File: src/hdl/u8v_pkg.sv
`timescale 1ns / 1ps
package u8v_pkg;

  typedef struct packed {
    logic [7:0] data_byte;
    logic       last_byte;
  } in_item_t;

  typedef struct packed {
    logic done_res;
    logic valid_res;
  } out_item_t;

  // Constraint on the byte right after a lead byte
  typedef enum logic [2:0] {
    RULE_NONE   = 3'd0,
    RULE_MIN_A0 = 3'd1,
    RULE_MAX_9F = 3'd2,
    RULE_MIN_90 = 3'd3,
    RULE_MAX_8F = 3'd4
  } rule_t;

  localparam logic [7:0] LEAD_MIN_2B   = 8'hC2;
  localparam logic [7:0] LEAD_E0       = 8'hE0;
  localparam logic [7:0] LEAD_ED       = 8'hED;
  localparam logic [7:0] LEAD_F0       = 8'hF0;
  localparam logic [7:0] LEAD_F4       = 8'hF4;
  localparam logic [7:0] LEAD_OUT_OF_R = 8'hF5;
  localparam logic [7:0] CONT_A0       = 8'hA0;
  localparam logic [7:0] CONT_90       = 8'h90;

  // Classified byte passed from the front end to the back end
  typedef struct packed {
    logic       last;
    logic       is_cont;     // 10xxxxxx
    logic       ge_a0;
    logic       le_9f;
    logic       ge_90;
    logic       le_8f;
    logic       lead_err;    // byte is not a legal lead
    logic [1:0] lead_pending;
    rule_t      lead_rule;
  } cls_t;

  localparam int QUEUE_DEPTH = 2;
  localparam int QUEUE_AW    = $clog2(QUEUE_DEPTH);

endpackage

File: src/hdl/utf8_stream_validator_core.sv
`timescale 1ns / 1ps
// UTF-8 stream validator.
// Input channel (in_valid/in_ready/in_data): one string byte per transaction,
// with last_byte set on the final byte of the string.
// Output channel (out_valid/out_ready/out_data): one result per input byte.
// done_res echoes last_byte; valid_res is 1 while no error has been seen,
// and on the final byte it is 1 only if the whole string is well formed.
// Throughput: one byte per cycle, sustained while the receiver does not stall,
// set by the combinational classify step in the front end and the state
// update in the back end.
// An accepted byte is written into the two-entry queue and is then popped into
// the output register, where its result appears.
// Reset (rst_n low, synchronous): queue emptied, sequence state cleared,
// output register empty.
// Receiver stall: the output register holds its result; the back end stops
// draining the queue, and in_ready falls once the queue is full, so no
// transaction is lost or repeated.
module utf8_stream_validator_core (
  input  logic               clk,
  input  logic               rst_n,
  input  logic               in_valid,
  output logic               in_ready,
  input  u8v_pkg::in_item_t  in_data,
  output logic               out_valid,
  input  logic               out_ready,
  output u8v_pkg::out_item_t out_data
);
  import u8v_pkg::*;

  // Front-to-back queue wiring
  logic q_push;
  logic q_full;
  logic q_pop;
  logic q_not_empty;
  cls_t q_push_data;
  cls_t q_pop_data;

  // Classify each byte as it arrives; accept whenever the queue has room
  u8v_front u_front (
    .in_valid    (in_valid),
    .in_ready    (in_ready),
    .in_data     (in_data),
    .q_full      (q_full),
    .q_push      (q_push),
    .q_push_data (q_push_data)
  );

  // Short queue decouples a stalled receiver from the sender
  u8v_queue u_queue (
    .clk       (clk),
    .rst_n     (rst_n),
    .push      (q_push),
    .push_data (q_push_data),
    .full      (q_full),
    .pop       (q_pop),
    .pop_data  (q_pop_data),
    .not_empty (q_not_empty)
  );

  // Track pending continuation bytes, second-byte rule and the sticky error,
  // then register the result for the output channel
  u8v_back u_back (
    .clk         (clk),
    .rst_n       (rst_n),
    .q_not_empty (q_not_empty),
    .q_data      (q_pop_data),
    .q_pop       (q_pop),
    .out_valid   (out_valid),
    .out_ready   (out_ready),
    .out_data    (out_data)
  );

endmodule

File: src/hdl/u8v_front.sv
`timescale 1ns / 1ps
module u8v_front (
  input  logic               in_valid,
  output logic               in_ready,
  input  u8v_pkg::in_item_t  in_data,
  input  logic               q_full,
  output logic               q_push,
  output u8v_pkg::cls_t      q_push_data
);
  import u8v_pkg::*;

  logic [7:0] b;

  assign b        = in_data.data_byte;
  assign in_ready = !q_full;
  assign q_push   = in_valid && !q_full;

  always_comb begin
    q_push_data              = '0;
    q_push_data.last         = in_data.last_byte;
    q_push_data.is_cont      = (b[7:6] == 2'b10);
    q_push_data.ge_a0        = (b >= CONT_A0);
    q_push_data.le_9f        = (b < CONT_A0);
    q_push_data.ge_90        = (b >= CONT_90);
    q_push_data.le_8f        = (b < CONT_90);
    q_push_data.lead_err     = 1'b0;
    q_push_data.lead_pending = 2'd0;
    q_push_data.lead_rule    = RULE_NONE;
    if (b == 8'h00) begin
      q_push_data.lead_err = 1'b1;
    end else if (b[7] == 1'b0) begin
      q_push_data.lead_pending = 2'd0;
    end else if (b[7:5] == 3'b110) begin
      if (b < LEAD_MIN_2B) q_push_data.lead_err = 1'b1;
      else q_push_data.lead_pending = 2'd1;
    end else if (b[7:4] == 4'b1110) begin
      q_push_data.lead_pending = 2'd2;
      if (b == LEAD_E0) q_push_data.lead_rule = RULE_MIN_A0;
      else if (b == LEAD_ED) q_push_data.lead_rule = RULE_MAX_9F;
    end else if (b[7:3] == 5'b11110) begin
      if (b >= LEAD_OUT_OF_R) begin
        q_push_data.lead_err = 1'b1;
      end else begin
        q_push_data.lead_pending = 2'd3;
        if (b == LEAD_F0) q_push_data.lead_rule = RULE_MIN_90;
        else if (b == LEAD_F4) q_push_data.lead_rule = RULE_MAX_8F;
      end
    end else begin
      q_push_data.lead_err = 1'b1;
    end
  end

endmodule

File: src/hdl/u8v_queue.sv
`timescale 1ns / 1ps
module u8v_queue (
  input  logic          clk,
  input  logic          rst_n,
  input  logic          push,
  input  u8v_pkg::cls_t push_data,
  output logic          full,
  input  logic          pop,
  output u8v_pkg::cls_t pop_data,
  output logic          not_empty
);
  import u8v_pkg::*;

  cls_t                 mem [QUEUE_DEPTH];
  logic [QUEUE_AW-1:0]  wr_ptr_r;
  logic [QUEUE_AW-1:0]  rd_ptr_r;
  logic [QUEUE_AW:0]    count_r;
  logic [QUEUE_AW:0]    count_nxt;

  assign full      = (count_r == (QUEUE_AW+1)'(QUEUE_DEPTH));
  assign not_empty = (count_r != '0);
  assign pop_data  = mem[rd_ptr_r];

  always_comb begin
    count_nxt = count_r;
    if (push && !pop) count_nxt = count_r + 1'b1;
    else if (!push && pop) count_nxt = count_r - 1'b1;
  end

  always_ff @(posedge clk) begin
    if (!rst_n) begin
      wr_ptr_r <= '0;
      rd_ptr_r <= '0;
      count_r  <= '0;
    end else begin
      if (push) wr_ptr_r <= wr_ptr_r + 1'b1;
      if (pop) rd_ptr_r <= rd_ptr_r + 1'b1;
      count_r <= count_nxt;
    end
  end

  always_ff @(posedge clk) begin
    if (push) mem[wr_ptr_r] <= push_data;
  end

endmodule

File: src/hdl/u8v_back.sv
`timescale 1ns / 1ps
module u8v_back (
  input  logic               clk,
  input  logic               rst_n,
  input  logic               q_not_empty,
  input  u8v_pkg::cls_t      q_data,
  output logic               q_pop,
  output logic               out_valid,
  input  logic               out_ready,
  output u8v_pkg::out_item_t out_data
);
  import u8v_pkg::*;

  logic [1:0] pending_r, pending_nxt;
  rule_t      rule_r, rule_nxt;
  logic       err_r, err_nxt;
  logic       out_valid_r;
  out_item_t  out_r;
  logic       rule_ok;

  assign q_pop     = q_not_empty && (!out_valid_r || out_ready);
  assign out_valid = out_valid_r;
  assign out_data  = out_r;

  always_comb begin
    case (rule_r)
      RULE_MIN_A0: rule_ok = q_data.ge_a0;
      RULE_MAX_9F: rule_ok = q_data.le_9f;
      RULE_MIN_90: rule_ok = q_data.ge_90;
      RULE_MAX_8F: rule_ok = q_data.le_8f;
      default:     rule_ok = 1'b1;
    endcase
  end

  always_comb begin
    pending_nxt = pending_r;
    rule_nxt    = rule_r;
    err_nxt     = err_r;
    if (!err_r) begin
      if (pending_r != 2'd0) begin
        if (!q_data.is_cont || !rule_ok) begin
          err_nxt = 1'b1;
        end else begin
          pending_nxt = pending_r - 2'd1;
          rule_nxt    = RULE_NONE;
        end
      end else begin
        rule_nxt = q_data.lead_rule;
        if (q_data.lead_err) err_nxt = 1'b1;
        else pending_nxt = q_data.lead_pending;
      end
      // truncated sequence at end of string
      if (q_data.last && pending_nxt != 2'd0) err_nxt = 1'b1;
    end
  end

  always_ff @(posedge clk) begin
    if (!rst_n) begin
      pending_r   <= 2'd0;
      rule_r      <= RULE_NONE;
      err_r       <= 1'b0;
      out_valid_r <= 1'b0;
    end else begin
      if (q_pop) begin
        out_valid_r <= 1'b1;
        if (q_data.last) begin
          pending_r <= 2'd0;
          rule_r    <= RULE_NONE;
          err_r     <= 1'b0;
        end else begin
          pending_r <= pending_nxt;
          rule_r    <= rule_nxt;
          err_r     <= err_nxt;
        end
      end else if (out_ready) begin
        out_valid_r <= 1'b0;
      end
    end
  end

  always_ff @(posedge clk) begin
    if (q_pop) begin
      out_r.done_res  <= q_data.last;
      out_r.valid_res <= !err_nxt;
    end
  end

  a_end_clears: assert property (@(posedge clk) disable iff (!rst_n)
    (q_pop && q_data.last) |=> (pending_r == 2'd0 && !err_r && rule_r == RULE_NONE))
    else $error("state not cleared after final byte");

  a_err_sticky: assert property (@(posedge clk) disable iff (!rst_n)
    (err_r && !(q_pop && q_data.last)) |=> err_r)
    else $error("error flag dropped inside a string");

  a_err_reports: assert property (@(posedge clk) disable iff (!rst_n)
    (q_pop && err_r) |=> (out_valid_r && !out_r.valid_res))
    else $error("result marked valid after an error");

endmodule

File: config.mk
export PLATFORM = sky130hd
export DESIGN_NAME = utf8_stream_validator_core
export DESIGN_NICKNAME = d
export VERILOG_FILES = /design/src/hdl/u8v_pkg.sv /design/src/hdl/utf8_stream_validator_core.sv /design/src/hdl/u8v_front.sv /design/src/hdl/u8v_queue.sv /design/src/hdl/u8v_back.sv
export SDC_FILE = /design/constraint.sdc
export NUM_CORES = 1
export LEC_CHECK = 0
export ABC_AREA = 1
export ABC_CLOCK_PERIOD_IN_PS = 1400
export BUFFER_PORTS_ARGS = -buffer_cell sky130_fd_sc_hd__buf_2
export CAP_MARGIN = 20
export CORE_MARGIN = 2
export CORE_UTILIZATION = 40
export CTS_CLUSTER_SIZE = 30
export DETAILED_ROUTE_END_ITERATION = 8
export HOLD_SLACK_MARGIN = 0.02
export PLACE_DENSITY = 0.6
export SKIP_CTS_REPAIR_TIMING = 1
export SLEW_MARGIN = 10
export SYNTH_ARGS = -nofsm -noshare
export SYNTH_HDL_FRONTEND = slang
export SYNTH_SLANG_ARGS = --single-unit
File: constraint.sdc
create_clock -name clk -period 1.4 [get_ports clk]
set_input_delay 0.07 -clock clk [delete_from_list [all_inputs] [get_ports clk]]
set_output_delay 0.07 -clock clk [all_outputs]
set_load 0.1 [all_outputs]
==> metrics.txt, run 1 <==
status complete, but fails checks; violated checks negative setup slack; Hold Violations, Final 0; clock buffer count from CTS 5; area grow syn2layout 28.3%; largest area contributor in the synthesized netlist edfxtp_1; Setup WS post-layout -116 ps; Final Max Slew Viols 0; Via Count 1,429; max-cap violations 0; I/O Buffers 16; clock slew at reported path FFs around 80 ps; kind of critical path reg2reg; DRC Markers 0; PwrDens 2280 mW/mm^2; Syn Area/Cell 8.86 sq um; die width 71.7 um; Mapped Cells 207; largest net degree at the start of global routing 14; Total Wirelength 3.40 mm; Vias/cell ~4.7; Critical Path Source Type flip-flop; number of global-route vias before repair 1,319; CTS H-tree lvls 2; post-synthesis sequential area ratio 55.7%; final cell count without fillers 301; first-pass GRT wire length 5.78 mm; antenna cell count 0; critical path endpoint category flip-flop; Worst Path Arrival 1550 ps; DP Area 0.00218 sq mm; Yosys top cell area share 42.6%; post-DP HPWL 2.51 mm; Core Region 0.00438 sq mm; clock latency on the worst-skew pair 290 ps; Final ANT Viol Nets 0; share of post-route cells with drive strength above 1 33.7%; hold_ws a little under 70 ps; Clock Skew 8.81 ps; GRT Util Overall 14.6%; Slew @ Worst Pin 483 ps; Starting Density 41.8%; Post-Syn Area 0.00183 sq mm; total power around 0.0054 W; Final Setup Violations 4; Final Cell Area around 0.0024 sq mm; maximum root-to-sink buffer count 2; Worst Path Required around 1400 ps; Hold Crit Class in2reg; Worst VDD drop 0.921 mV; layout net count 263; Ys Warns 0; Overflow after GRT 0; CTS tree done; Clock Sinks 38; die area 0.00514 sq mm; Final period util 108%; Tmin final about 1500 ps; Leakage 0.988 nW; slew margin rel. 68.0%; router iterations before antenna repair 4; io pins 17; WL/cell about 11 um; initial antenna violation count 0; top post-synthesis cells by area edfxtp_1, dfxtp_1, nand2_1, inv_1, nor2_1; site row count 24; DP Cell Count 289; die height 71.7 um; Root Driver clkbuf_8; GP Congestion 0.834; Syn Nets roughly 220; Yosys reg bits 38; First DRT Iteration DRCs 69; Synth cell types 28; f_max between 600 and 700 MHz; RSZ-0062 raised after global routing true; crit path max fanout 8
## layer usage
metal,vias to the layer above,share of wire [%],track usage (%),wire length (um)
li1,765,-,-,-
met1,628,50,19.9,1710
met2,30,44,21.3,1490
met3,6,3.7,3.80,126
met4,0,2.4,7.76,82
met5,-,0,0,0
## layout by cell type, fill, tap and decap left out, drive strengths merged
cell         synthesis  layout
nand3               15      15
nor3                 3       3
nand3b               1       1
a21oi               16      16
clkbuf               0       7
o211ai               3       3
buf                  2      34
or2                  1       1
nand2               50      50
nand4                3       3
a31oi                1       1
nor4                 1       1
o31ai                1       1
o21ai               12      12
dlygate4sd3          0       1
mux2i                1       1
inv                 33      33
edfxtp              26      26
ha                   2       2
nor2                24      24
dfxtp               12      12
clkinvlp             0       2
## per-stage QoR
step,setup WS [ps],util [%],TNS (ps)
2_1_floorplan,-103,-,-356
3_3_place_gp,-134,49.7,-618
3_5_place_dp,-177,49.7,-806
4_1_cts,-186,51.7,-873
5_1_grt,-240,53.6,-1290
6_report,-116,53.6,-402
## registers in the layout, summed over array words and instances, names as in the netlist, named ones only
signal and cells:
u_back.rule_r 3, u_queue.wr_ptr_r 1, u_queue.mem 24, u_back.err_r 1, u_back.out_data 2, u_queue.count_r 2, u_back.pending_r 2, u_queue.rd_ptr_r 1
u_back.out_valid 1
## area by class of cell
cell class	instances	area [sq um]
well taps	52	65.1
clock buffers	6	72.6
flip-flops and latches	38	1030
multi-input cells	134	762
inverters	33	131
repair buffers	36	272
clock inverters	2	15.0
fillers	393	2030
## kinds of logic after synthesis
group	count (synthesis)	share of synthesized area (%)
multiplexers	1	0.751
flip-flops	38	55.7
adder cells (fa/ha/maj)	2	1.36
AO/OA/AOI/OAI	33	10.0
AND/OR/NAND/NOR	98	24.4
buffers and inverters	35	7.78
## synthesized netlist by cell type, drive strengths merged
master / number
dfxtp: 12
buf: 2
nor3: 3
o31ai: 1
a31oi: 1
nand3: 15
mux2i: 1
a21oi: 16
o21ai: 12
nor2: 24
or2: 1
edfxtp: 26
nand3b: 1
ha: 2
o211ai: 3
nor4: 1
nand2: 50
nand4: 3
inv: 33
## where the power goes
group / switching [W] / internal [W] / leakage [nW]
logic: 0.00175 / 0.00114 / 0.602
clock network: 0.000393 / 0.000351 / 0.0374
registers: 0.000177 / 0.00154 / 0.348
total: 0.00232 / 0.00304 / 0.988
## final timing paths
kind | to | cells past startpoint | slack [ps] | startpoint
max | u_back.out_data[0] | 12 | -120 | flip-flop
min | u_back.rule_r[2] | 3 | 70 | rst_n
max reg2reg | u_back.out_data[0] | 12 | -120 | flip-flop
min reg2reg | u_queue.rd_ptr_r | 1 | 450 | u_queue.rd_ptr_r
## critical path, cell delays in order, from the launching register on
cell and delay [ps]:
dfxtp_4 380, inv_4 90, nand2_2 50, nand2_1 50, nor2_1 40, nor2_1 130, nand3_2 130, nand2_4 100
nand2_2 50, nand3_2 70, nand2_2 60, nand2_2 70, a21oi_2 50
No activity file was read; power rests on OpenSTA's default activity.
==> run 2, diff against run 1 <==
--- a/config.mk
+++ b/config.mk
@@ -17,5 +17,5 @@
 export PLACE_DENSITY = 0.6
 export SKIP_CTS_REPAIR_TIMING = 1
-export SLEW_MARGIN = 10
+export SLEW_MARGIN = 20
 export SYNTH_ARGS = -nofsm -noshare
 export SYNTH_HDL_FRONTEND = slang
==> constraint.sdc (replaced) <==
create_clock -name clk -period 1.4 [get_ports clk]
set_input_delay 0.07 -clock clk [delete_from_list [all_inputs] [get_ports clk]]
set_output_delay 0.07 -clock clk [all_outputs]
set_load 0.05 [all_outputs]
==> run 2 against run 1 <==
The run still ends with negative setup slack left. Global-route usage increased by 0.49 points. Combinational power is 8.3% lower. Non-clock buffer count rose by 3. Core utilization fell by 0.057 points. Sequential cell count is the same. Clock power shrank 2%. Critical path depth unchanged. Maximum frequency is 2.0% lower. Die area did not move. Register-to-register slack got worse by 30 ps. Sequential power barely moved. Clock-buffer cell count did not move. Largest power group unchanged.
==> metrics.txt, run 2 (synthesis gave the netlist of run 1 again) <==
status complete, but fails checks; violated checks negative setup slack; kind of critical path reg2reg; crit-path leading delay family simple AND/OR/NAND/NOR gates; RSZ-0062 raised after global routing true; critical path endpoint category flip-flop; Worst path max stage delay approximately 400 ps; Critical Path Source Type flip-flop; Via Count 1,409; slowest cell on the critical path dfxtp_4; Root Driver clkbuf_8; largest net degree at the start of global routing 14; GP Congestion 0.814; slew margin rel. 73.8%; WL/cell 11.6 um; initial antenna violation count 0; final cell count without fillers 304; Final Cell Area 0.00235 sq mm; First DRT Iteration DRCs 61; DRC Markers 0; Largest register FFs 24; Layout fillers 413; CTS H-tree lvls 2; number of global-route vias before repair between 1k and 1.5k; DP Cell Count 289; CTS tree done; GRT Util Overall between 15 and 20%; Final Setup Violations 5; die width approximately 72 um; Largest Register u_queue.mem; hold_ws 74.6 ps; Overflow after GRT 0; Final ANT Viol Nets 0; die area 0.00514 sq mm; HP Start out_ready; chain of cells forming the critical path buf_6, nand2_1, nand2_1, nor2_1, nor2_1, nand3_2, nand2_4, nand2_2, nand3_2, nand2_2, nand2_2, a21oi_1; most common cell after layout, fill and taps aside nand2_1; layout net count 266; Core Region between 0.004 and 0.005 sq mm; Vias/cell 4.63; share of post-route cells with drive strength above 1 between 30% and 40%; I/O Buffers 16; Final Max Slew Viols 0; max-cap violations 0; Tmin final 1550 ps; crit path max fanout 5; Multi-input gate area 737 sq um; Clock Sinks 38; Hold Crit Class in2reg; area grow syn2layout 28.1%; post-DP HPWL around 2.6 mm; die height 71.7 um; CP Buf/Inv Count 1; PwrDens 2160 mW/mm^2; Slew @ Worst Pin 388 ps; Worst Path Required 1440 ps; fin util 53.6%; most frequent cells in the layout nand2_1, inv_1, edfxtp_1; clock buffer count from CTS 5; Leakage 1.01 nW; antenna cell count 0; first-pass GRT wire length 6.00 mm; Crit path top cell by count nand2_2; clock slew at reported path FFs about 70 ps; io pins 17; Starting Density a little over two fifths; Clock Skew 6.06 ps; total negative setup slack -512 ps; biggest regs u_queue.mem (24), u_back.rule_r (3); site row count 24; f_max 646 MHz; router iterations before antenna repair 4; maximum root-to-sink buffer count 2; Worst Path Arrival 1590 ps; Total Wirelength 3.54 mm; Setup WS post-layout -147 ps; DP Area 0.00216 sq mm; FF+latch area 0.00103 sq mm; Final period util 110%; clock latency on the worst-skew pair 290 ps; Worst VDD drop 0.709 mV; Hold Violations, Final 0
==> run 2: final timing paths <==
path,endpoint,slack (ps),cells after the start
max,u_back.out_data[0],-150,12
max reg2reg,u_back.out_data[0],-150,12
min reg2reg,flip-flop,480,1
min,u_back.out_valid,70,4
==> run 2: final cells by class <==
| class | instances | share of cell area (%) |
|---|---|---|
| multi-input combinational | 134 | 31.4 |
| timing repair buffer | 39 | 12.8 |
| sequential | 38 | 43.9 |
| clock buffer | 6 | 3.09 |
| clock inverter | 2 | 0.586 |
| inverter | 33 | 5.49 |
| tap | 52 | 2.77 |
==> run 2: layer usage <==
metal	global-route usage (%)	wire length, um	vias to the layer above
met3	4.22	89	5
met1	20.0	1770	612
li1	-	-	775
met5	0	0	-
met4	6.29	55	0
met2	23.4	1630	17
==> run 2: worst reg2reg max path, cell delays in order, from the launching register on <==
cell and delay, ps:
dfxtp_4 400, buf_6 130, nand2_1 50, nand2_1 60, nor2_1 40, nor2_1 110
nand3_2 120, nand2_4 110, nand2_2 50, nand3_2 70, nand2_2 50, nand2_2 60
a21oi_1 50
==> run 2: report_power, final <==
group / switching [W] / internal (W)
combinational: 0.00151 / 0.00114
sequential: 0.000169 / 0.00154
clock: 0.000378 / 0.000351
==> run 2: per-stage QoR <==
step,worst slack (ps),total power [W]
after global placement,-135,0.00406
after CTS,-209,0.00482
final,-147,0.00508
after global routing,-240,0.00550
after detailed placement,-198,0.00407
after floorplan,-52.1,0.00335
==> run 3, diff against run 2 <==
PLACE_DENSITY = unset   (was 0.6)
PLACE_DENSITY_LB_ADDON = 0.15   (was unset)
==> run 3 against run 2 <==
Die area stayed put. Sequential cell count stayed put. First-iteration DRC count is 4.9% higher. Design area is 0.69% higher. The run still ends with negative setup slack left. Sequential power hardly changed. Critical path depth is 2 lower. Hold slack worse by 5.5 ps. Register-to-register slack better by 50 ps. Clock power is 2% lower. Power is 1.5% higher. Setup slack better by 46 ps.
==> metrics.txt, run 3 (synthesis gave the netlist of run 1 again) <==
status complete, but fails checks; violated checks negative setup slack; Hold Violations, Final 0; RSZ-0062 raised after global routing true; clock latency on the worst-skew pair 280 ps; router iterations before antenna repair 4; area grow syn2layout 29.0%; die width 71.7 um; I/O Buffers 16; Worst path max stage delay 360 ps; Final ANT Viol Nets 0; Worst VDD drop 0.675 mV; total power 0.00516 W; site row count 24; GP Congestion 0.761; biggest regs u_queue.mem (24), u_back.rule_r (3); f_max 666 MHz; chain of cells forming the critical path nor2_1, nand2_1, o21ai_2, nand3_2, nand2_4, nand2_2, nand3_2, nand2_1, nand2_1, a21oi_1; layout net count between 200 and 300; Via Count 1,458; clock buffer count from CTS 5; Leakage 1.01 nW; share of post-route cells with drive strength above 1 35.8%; antenna cell count 0; Core Region 0.00438 sq mm; Final period util 107%; Root Driver clkbuf_8; fin util 53.9%; number of global-route vias before repair 1,263; Vias/cell roughly 4.8; slowest cell on the critical path dfxtp_2; clock slew at reported path FFs approximately 70 ps; Final Setup Violations 6; First DRT Iteration DRCs 64; initial antenna violation count 0; die area 0.00514 sq mm; Slew @ Worst Pin 373 ps; pre-CTS WS -94.8 ps; DRC Markers 0; Worst Path Required 1440 ps; PwrDens 2180 mW/mm^2; most frequent cells in the layout nand2_1, inv_1, edfxtp_1; first-pass GRT wire length 5.64 mm; Largest register FFs 24; maximum root-to-sink buffer count 2; max-cap violations 0; hold_ws a little under 70 ps; Overflow after GRT 0; Largest Register u_queue.mem; CTS tree done; Total Wirelength 3.56 mm; critical path endpoint category flip-flop; largest net degree at the start of global routing 14; Setup WS post-layout -100 ps; Clock Sinks 38; kind of critical path reg2reg; crit path max fanout 6; die height a little over 70 um; slew margin rel. 74.9%; Starting Density 41.8%; post-DP HPWL 2.58 mm; GRT Util Overall 14.3%; Clock Skew 9.17 ps; Critical Path Source Type flip-flop; Crit path top cell by count nand2_1; Final Max Slew Viols 0; Tmin final 1500 ps; total negative setup slack -343 ps; CTS H-tree lvls 2; Layout fillers 399; io pins 17; Worst Path Arrival 1540 ps; WL/cell 11.6 um; Hold Crit Class in2reg; most common cell after layout, fill and taps aside nand2_1
-- run 3: cell count changes in the layout (fill, tap and decap cells not counted), sizes merged --
cell and delta:
buf +2, clkinv +1, inv -1
-- run 3: critical path: cells and delay by family (launching register included) --
family | cells | cell delay (ps)
flops | 1 | 360
compound gates | 2 | 200
simple gates | 8 | 700
-- run 3: per-stage QoR --
step | instance area, sq um | instances
finish | 2360 | 306
global route | 2360 | 306
CTS | 2250 | 299
detailed placement | 2160 | 291
global placement | 2160 | 291
floorplan | 1880 | 207
-- run 3: path summary, 6_finish.rpt --
kind                    start                  to  slack, ps  cells past startpoint
max          u_back.rule_r[1]  u_back.out_data[0]       -100                     10
max reg2reg  u_back.rule_r[1]  u_back.out_data[0]       -100                     10
min reg2reg  u_queue.rd_ptr_r    u_queue.rd_ptr_r        470                      1
min                     rst_n    u_back.rule_r[1]         70                      3
-- run 3: cell type report --
type                            instances  area (sq um)  area share (%)
Clock inverter                          2          10.0           0.423
Clock buffer                            6          72.6            3.07
Timing Repair Buffer                   41           299            12.6
Sequential cell                        38          1030            43.8
Tap cell                               52          65.1            2.75
Multi-Input combinational cell        134           752            31.8
Inverter                               33           131            5.56
-- run 3: where the power goes --
part / total (W) / switching [W] / internal, W
sequential: 0.00174 / 0.000188 / 0.00155
clock: 0.000715 / 0.000370 / 0.000345
combinational: 0.00271 / 0.00154 / 0.00117
total: 0.00516 / 0.00210 / 0.00306
-- run 3: per-layer routing --
layer / wire length (um) / GRT usage, %
met1: 1680 / 18.8
met5: 0 / 0
met4: 58 / 3.77
met2: 1680 / 23.4
met3: 129 / 3.94
